### src/design/grid_height_bilinear_lookup_top_defines.svh
// Assertion macros for the grid height lookup modules.
// Depends on nothing; included by files that carry concurrent assertions.
`ifndef GRID_HEIGHT_BILINEAR_LOOKUP_TOP_DEFINES_SVH
`define GRID_HEIGHT_BILINEAR_LOOKUP_TOP_DEFINES_SVH

// Same-cycle implication, checked at every rising edge outside reset.
`define GHBL_ASSERT_IMPL(label, clk, rst_n, ante, cons) \
  label: assert property (@(posedge clk) disable iff (!rst_n) (ante) |-> (cons)) \
    else $error("grid height lookup: same-cycle check failed");

// Next-cycle implication, checked at every rising edge outside reset.
`define GHBL_ASSERT_NEXT(label, clk, rst_n, ante, cons) \
  label: assert property (@(posedge clk) disable iff (!rst_n) (ante) |=> (cons)) \
    else $error("grid height lookup: next-cycle check failed");

`endif

### src/design/ghbl_pkg.sv
// Shared constants, types and helpers of the grid height lookup block.
// Depends on nothing; used by the interfaces, the top, ghbl_front and ghbl_back.
package ghbl_pkg;

  localparam int MAX_COLS    = 64;
  localparam int MAX_ROWS    = 64;
  localparam int FRAC_BITS   = 16;
  localparam int CELLS       = MAX_COLS * MAX_ROWS;
  localparam int ADDR_W      = $clog2(CELLS);
  localparam int COL_W       = 6;
  localparam int ROW_W       = 6;
  localparam int SIZE_W      = 7;
  localparam int HEIGHT_W    = 24;
  localparam int POS_W       = 32;
  localparam int INV_W       = 32;
  localparam int CNT_W       = 13;
  localparam int CFG_IDX_W   = 3;
  localparam int CFG_DATA_W  = 32;
  localparam int COORD_W     = SIZE_W + FRAC_BITS;
  localparam int FRAC1_W     = FRAC_BITS + 1;
  localparam int SCALE_SHIFT = INV_W - FRAC_BITS;
  localparam int WORD_W      = HEIGHT_W + 1;

  typedef enum logic [CFG_IDX_W-1:0] {
    CFG_ORIGIN_X  = 3'd0,
    CFG_ORIGIN_Y  = 3'd1,
    CFG_INV_X     = 3'd2,
    CFG_INV_Y     = 3'd3,
    CFG_COLUMNS   = 3'd4,
    CFG_ROWS      = 3'd5
  } cfg_idx_t;

  typedef enum logic {
    FUNC_STORE = 1'b0,
    FUNC_QUERY = 1'b1
  } func_t;

  typedef enum logic [3:0] {
    ST_CLEAR,
    ST_IDLE,
    ST_STORE_RD,
    ST_STORE_WR,
    ST_MUL_X,
    ST_MUL_Y,
    ST_CLAMP_Y,
    ST_READ,
    ST_BLEND_A,
    ST_BLEND_B,
    ST_BLEND_Q,
    ST_SUM,
    ST_DONE
  } state_t;

  // One classified request as it waits in the queue.
  typedef struct packed {
    logic                       is_query;
    logic                       in_grid;
    logic [COL_W-1:0]           col;
    logic [ROW_W-1:0]           row;
    logic signed [HEIGHT_W-1:0] height;
    logic signed [POS_W-1:0]    pos_x;
    logic signed [POS_W-1:0]    pos_y;
  } item_t;

  // Configuration as seen by the datapath.
  typedef struct packed {
    logic signed [POS_W-1:0] origin_x;
    logic signed [POS_W-1:0] origin_y;
    logic [INV_W-1:0]        inv_x;
    logic [INV_W-1:0]        inv_y;
    logic [SIZE_W-1:0]       cols;
    logic [SIZE_W-1:0]       rows;
    logic                    resize;
  } cfg_t;

  // Control between the queue and the execution side.
  typedef struct packed {
    logic pop;
    logic clearing;
  } q_ctl_t;

  // Grid size limited to the storage size.
  function automatic logic [SIZE_W-1:0] eff_size(input logic [SIZE_W-1:0] n,
                                                 input logic [SIZE_W-1:0] lim);
    return (n > lim) ? lim : n;
  endfunction

endpackage

### src/design/ghbl_ifs.sv
// Handshake interfaces for the request and result channels.
// Depends on ghbl_pkg for field widths.
interface ghbl_in_if;
  logic                                 valid;
  logic                                 ready;
  logic                                 func;
  logic [ghbl_pkg::COL_W-1:0]           col;
  logic [ghbl_pkg::ROW_W-1:0]           row;
  logic signed [ghbl_pkg::HEIGHT_W-1:0] height_in;
  logic signed [ghbl_pkg::POS_W-1:0]    pos_x;
  logic signed [ghbl_pkg::POS_W-1:0]    pos_y;

  modport source (output valid, func, col, row, height_in, pos_x, pos_y, input ready);
  modport sink (input valid, func, col, row, height_in, pos_x, pos_y, output ready);
endinterface


### src/design/ghbl_front.sv
// Request side: accepts requests, classifies them and queues up to two of them.
// Depends on ghbl_pkg and ghbl_ifs.
module ghbl_front (
  input  logic                clk,
  input  logic                rst_n,
  ghbl_in_if.sink             in_if,
  input  ghbl_pkg::cfg_t      cfg,
  input  ghbl_pkg::q_ctl_t    ctl,
  output logic                q_valid,
  output ghbl_pkg::item_t     q_item
);

  ghbl_pkg::item_t entries_r [2];
  logic            wr_ptr_r, wr_ptr_nxt;
  logic            rd_ptr_r, rd_ptr_nxt;
  logic [1:0]      cnt_r, cnt_nxt;
  logic            push;
  ghbl_pkg::item_t cls;
  logic [ghbl_pkg::SIZE_W-1:0] eff_c, eff_r;

  // Requests are refused while the store is being cleared.
  assign in_if.ready = (cnt_r != 2'd2) && !ctl.clearing;
  assign push        = in_if.valid && in_if.ready;
  assign q_valid     = (cnt_r != 2'd0);
  assign q_item      = entries_r[rd_ptr_r];

  // Classify: query or store, and whether a store lands inside the grid.
  always_comb begin
    eff_c        = ghbl_pkg::eff_size(cfg.cols, ghbl_pkg::SIZE_W'(ghbl_pkg::MAX_COLS));
    eff_r        = ghbl_pkg::eff_size(cfg.rows, ghbl_pkg::SIZE_W'(ghbl_pkg::MAX_ROWS));
    cls.is_query = (in_if.func == ghbl_pkg::FUNC_QUERY);
    cls.in_grid  = ({1'b0, in_if.col} < eff_c) && ({1'b0, in_if.row} < eff_r);
    cls.col      = in_if.col;
    cls.row      = in_if.row;
    cls.height   = in_if.height_in;
    cls.pos_x    = in_if.pos_x;
    cls.pos_y    = in_if.pos_y;
  end

  // Queue pointers and fill level.
  always_comb begin
    wr_ptr_nxt = push ? !wr_ptr_r : wr_ptr_r;
    rd_ptr_nxt = ctl.pop ? !rd_ptr_r : rd_ptr_r;
    cnt_nxt    = cnt_r + {1'b0, push} - {1'b0, ctl.pop};
  end

  always_ff @(posedge clk) begin
    if (!rst_n) begin
      wr_ptr_r <= 1'b0;
      rd_ptr_r <= 1'b0;
      cnt_r    <= 2'd0;
    end else begin
      wr_ptr_r <= wr_ptr_nxt;
      rd_ptr_r <= rd_ptr_nxt;
      cnt_r    <= cnt_nxt;
    end
  end

  // Queue storage.
  always_ff @(posedge clk) begin
    if (push) begin
      entries_r[wr_ptr_r] <= cls;
    end
  end

endmodule

### src/flat_wrapper.sv
// flat-port wrapper written by rule: the top's interface ports become plain ports
module ghbl_front_flat 
  (clk, rst_n, cfg, ctl, q_valid, q_item, in_if_valid, in_if_func, in_if_col, in_if_row, in_if_height_in, in_if_pos_x, in_if_pos_y, in_if_ready);
  ghbl_in_if in_if_i ();
  input  logic clk;
  input  logic rst_n;
  input  ghbl_pkg::cfg_t cfg;
  input  ghbl_pkg::q_ctl_t ctl;
  output logic q_valid;
  output ghbl_pkg::item_t q_item;
  input wire logic [$bits(in_if_i.valid)-1:0] in_if_valid;
  input wire logic [$bits(in_if_i.func)-1:0] in_if_func;
  input wire logic [$bits(in_if_i.col)-1:0] in_if_col;
  input wire logic [$bits(in_if_i.row)-1:0] in_if_row;
  input wire logic [$bits(in_if_i.height_in)-1:0] in_if_height_in;
  input wire logic [$bits(in_if_i.pos_x)-1:0] in_if_pos_x;
  input wire logic [$bits(in_if_i.pos_y)-1:0] in_if_pos_y;
  output wire logic [$bits(in_if_i.ready)-1:0] in_if_ready;
  assign in_if_i.valid = in_if_valid;
  assign in_if_i.func = in_if_func;
  assign in_if_i.col = in_if_col;
  assign in_if_i.row = in_if_row;
  assign in_if_i.height_in = in_if_height_in;
  assign in_if_i.pos_x = in_if_pos_x;
  assign in_if_i.pos_y = in_if_pos_y;
  assign in_if_ready = in_if_i.ready;
  ghbl_front u_core (.clk(clk), .rst_n(rst_n), .in_if(in_if_i), .cfg(cfg), .ctl(ctl), .q_valid(q_valid), .q_item(q_item));
endmodule
### config.mk
export PLATFORM = sky130hd
export DESIGN_NAME = ghbl_front_flat
export DESIGN_NICKNAME = d
export VERILOG_FILES = /design/src/design/grid_height_bilinear_lookup_top_defines.svh /design/src/design/ghbl_pkg.sv /design/src/design/ghbl_ifs.sv /design/src/design/ghbl_front.sv /design/src/flat_wrapper.sv
export SDC_FILE = /design/constraint.sdc
export NUM_CORES = 1
export LEC_CHECK = 0
export BUFFER_PORTS_ARGS = -buffer_cell sky130_fd_sc_hd__buf_2
export CAP_MARGIN = 5
export CORE_AREA = 2 2 138 140
export CTS_CLUSTER_SIZE = 24
export DETAILED_ROUTE_END_ITERATION = 7
export DIE_AREA = 0 0 140 142
export GPL_TIMING_DRIVEN = 0
export PLACE_DENSITY = 0.78
export REMOVE_ABC_BUFFERS = 1
export SLEW_MARGIN = 5
export SYNTH_ARGS = -nofsm -noshare
export SYNTH_HDL_FRONTEND = slang
export SYNTH_SLANG_ARGS = --single-unit
### constraint.sdc
create_clock -name clk -period 4.14 [get_ports clk]
set_input_delay 0.207 -clock clk [delete_from_list [all_inputs] [get_ports clk]]
set_output_delay 0.207 -clock clk [all_outputs]
set_load 0.03 [all_outputs]
==> impl_metrics.tcl <==
set metrics [dict create \
    outcome "complete, but fails checks" \
    violations "design-rule violations" \
    final_layout_size_suffix_gt1_share_pct 50.00 \
    post-dp-hpwl_um 10650 \
    die_footprint_um2 19880 \
    cts.reportedPaths.clkPinSlew_ns 0.06 \
    peakVddDrop_mv 0.3921 \
    htree_levels 1 \
    cts.sink_count 209 \
    r2r_end "u_core.entries_r[0][31]" \
    timing.max_cap.violations 0 \
    place.port_buffers 223 \
    grt-busiest-layer "met2" \
    die_w_um 140 \
    die_height_um 142 \
    drc_errors 18 \
    yosys.area_share.adder_pct 1.828 \
    crit_required_ns 3.93 \
    yosysUniqueCellTypes 31 \
    final-max-slew-violation-count 0 \
    grt_first_pass_wirelength_um 26910 \
    worst_flop_to_flop_path_startpoint "u_core.cnt_r[0]" \
    drt-total-wl_um 17780 \
    cp_max_fo 50 \
    report.final.setup_viol 0 \
    first_global_vias 5135 \
    global_route.usage.total_pct 17.26 \
    finalCritPeriodShare_pct 60.23 \
    detailed_place.area_um2 9633 \
    setup_repair_after_global_routing_missed_its_margin "no" \
    synth_warnings 0 \
    crit_path_start_kind "flip-flop" \
    rows 50 \
    slew-limit-headroom_pct 39.83 \
    number_of_antenna_violations_at_the_first_check_in_global_routing 0 \
    cts_made_buffers 22 \
    synth.cell_area_um2 8214 \
    synthesis.instances 377 \
    period_minus_slack_ns 2.493 \
    area_share_of_and_or_nand_nor_cells_after_synthesis_pct 1.828 \
    fillCellCount 1255 \
    min_from "ctl[1]" \
    synth.mux.area_fraction_pct 17.64 \
    dp_cells 827 \
    core-area_um2 18460 \
    cp-end-kind "primary output" \
    worstPathCellList "buf_16 -> buf_16 -> mux2_2 -> buf_2" \
    synth.yosys.seq_area_share_pct 75.80 \
    initial_core_util_pct 44.51 \
    finClkSkew_ns 0.009579 \
    critical_path_class "flip-flop to primary output" \
    reg2reg_slack_ns 1.94 \
    gpl.final_weighted_congestion 0.7869 \
    final-instance-count-excl-fill 966 \
    cts.path.max_buffers 3 \
    timing.hold.ws_ns 0.06392 \
    fmax_mhz 401.0 \
    clk_root_buffer_cell "clkbuf_16" \
    grt_max_degree 55 \
    synth_compound_gate_area_share_pct 1.142 \
    worst_path_most_repeated_cell "buf_16" \
    post_synthesis_share_of_cell_area_spent_on_xor_and_xnor_gates_pct 0.3199 \
    globalRouteMet3Util_pct 5.754 \
    power.density_nw_per_um2 465.8 \
    drt_pass1_iterations 8 \
    tightest_slew_ns 0.9026 \
    grt_use_met1_pct 19.54 \
    vias_cell 4.847 \
    worst_hold_path.num_cells 3 \
    postRouteAntennaNets 0 \
    post-route-util_pct 61.48 \
    total_leakage_power_nw 4.470 \
    timing.reg2reg.worst_path_depth 4 \
    synth_seq_cells 209 \
    holdCritPathClass "primary input to flip-flop" \
    clock_insertion_delay_worst_skew_ns 0.49 \
    post_drt_wl_per_cell_um 18.41 \
    cts_tree "yes" \
    synthesis.area_per_instance_um2 21.79 \
    grt.met2_usage_pct 31.14 \
    timing.critical_path.slowest_stage_cell "dfxtp_4" \
    post_cts_resize_count 0 \
    syn2layout_area_growth_pct 38.14 \
    crit_path_max_incr_delay_ns 0.52 \
    crit_arrival_ns 2.29 \
    power.total_mw 5.285 \
    final_cell_area_um2 11350 \
    hold_viol 0 \
    combinational_family_with_the_most_area_after_synthesis "multiplexers" \
    num-nets-final 980 \
    grt_overflow 0 \
    drt_first_iter_violations 254 \
    pin_count 353 \
    antenna-diode-count 0 \
    dr_total_vias 4682 \
]
-- state kept, by name, indices dropped and copies added, names as in the netlist, named ones only --
| name | cells |
|---|---|
| u_core.wr_ptr_r | 1 |
| u_core.cnt_r | 2 |
| u_core.entries_r | 204 |
| u_core.rd_ptr_r | 1 |
-- through the flow --
stage               worst slack [ns]  setup TNS, ns
global placement              -1.605        -181.15
finish                         1.647              0
global route                   1.558              0
CTS                            1.629              0
floorplan                    -0.3580         -27.93
detailed placement             1.932              0
-- worst max-delay path, delay by kind of cell (launching register included) --
kind	cells	cell delay, ns
flip-flops	1	0.52
buffers and inverters	3	0.83
multiplexers	1	0.37
-- synthesized netlist by cell type (all sizes together) --
cell type / n / area, µm²
nand2: 1 / 3.750
inv: 3 / 11.26
nor2b: 1 / 6.260
and2: 5 / 32.53
mux2: 102 / 1449
a211oi: 2 / 32.53
buf: 11 / 107.6
xnor2: 2 / 17.52
a21oi: 3 / 15.01
nor3b: 1 / 7.510
o21a: 1 / 7.510
edfxtp: 204 / 6126
or2: 1 / 6.260
nor3: 2 / 10.01
o21ai: 2 / 10.01
nand2b: 11 / 68.82
o22ai: 1 / 6.260
and2b: 1 / 7.510
xor2: 1 / 8.760
nor2: 2 / 7.510
a211o: 1 / 8.760
dfxtp: 5 / 100.1
o211ai: 1 / 7.510
ha: 12 / 150.1
a31oi: 1 / 6.260
-- cell families after synthesis --
group	count (synthesis)
xor+xnor	3
simple gates	25
mux	102
fa+ha+maj	12
flops	209
buf+inv	14
compound gates	12
-- metal layers --
layer | wire length, µm | vias up
met2 | 8858 | 205
met3 | 1588 | 39
met5 | 0 | -
met1 | 6850 | 2272
met4 | 482 | 0
li1 | - | 2166
-- timing repair --
item / 4_1_cts / 5_1_grt
buffers inserted: 0 / 0
endpoints found under the hold margin: 207 / 0
hold buffers: 102 / 0
endpoints found under the setup margin: 0 / 0
-- worst max path at each step --
stage | start | to | cells after the start
6_report | flip-flop | q_item[2] | 4
4_1_cts | flip-flop | q_item[2] | 4
3_3_place_gp | flip-flop | q_item[2] | 2
3_5_place_dp | u_core.cnt_r[0] | u_core.entries_r[0][21] | 4
5_1_grt | flip-flop | q_item[2] | 4
2_1_floorplan | flip-flop | q_item[0] | 1
-- cell type report --
class / instances / area, µm² / area share (%)
timing repair buffer: 329 / 2247 / 19.80
clock inverter: 10 / 102.6 / 0.9042
sequential: 209 / 6230 / 54.90
multi-input combinational: 154 / 1873 / 16.51
clock buffer: 27 / 590.6 / 5.205
inverter: 3 / 11.26 / 0.09924
tap: 234 / 292.8 / 2.580
-- where the power goes --
part / total, mW / switching, mW / leakage (nW) / internal (mW)
Sequential: 2.50 / 0.0411 / 1.91 / 2.46
Combinational: 0.890 / 0.505 / 2.22 / 0.384
Clock: 1.90 / 0.764 / 0.337 / 1.13
-- placed cells by master, fill, tap and decap left out, types with 2 or more instances in the layout --
| cell type | synthesis | layout |
|---|---|---|
| mux2_2 | 22 | 22 |
| a21oi_1 | 3 | 3 |
| clkinv_2 | 0 | 3 |
| and2_1 | 4 | 4 |
| nand2b_1 | 11 | 11 |
| ha_1 | 12 | 12 |
| dfxtp_1 | 5 | 4 |
| xnor2_1 | 2 | 2 |
| nor3_1 | 2 | 2 |
| nor2_1 | 2 | 2 |
| dlygate4sd3_1 | 0 | 102 |
| mux2_4 | 80 | 80 |
| clkbuf_16 | 0 | 23 |
| inv_1 | 2 | 2 |
| buf_2 | 2 | 223 |
| clkbuf_1 | 0 | 4 |
| o21ai_0 | 2 | 2 |
| bufinv_16 | 0 | 2 |
| buf_16 | 0 | 4 |
| clkinv_1 | 0 | 3 |
| edfxtp_1 | 204 | 204 |
Note: power is estimated with default switching activity, not from simulation.
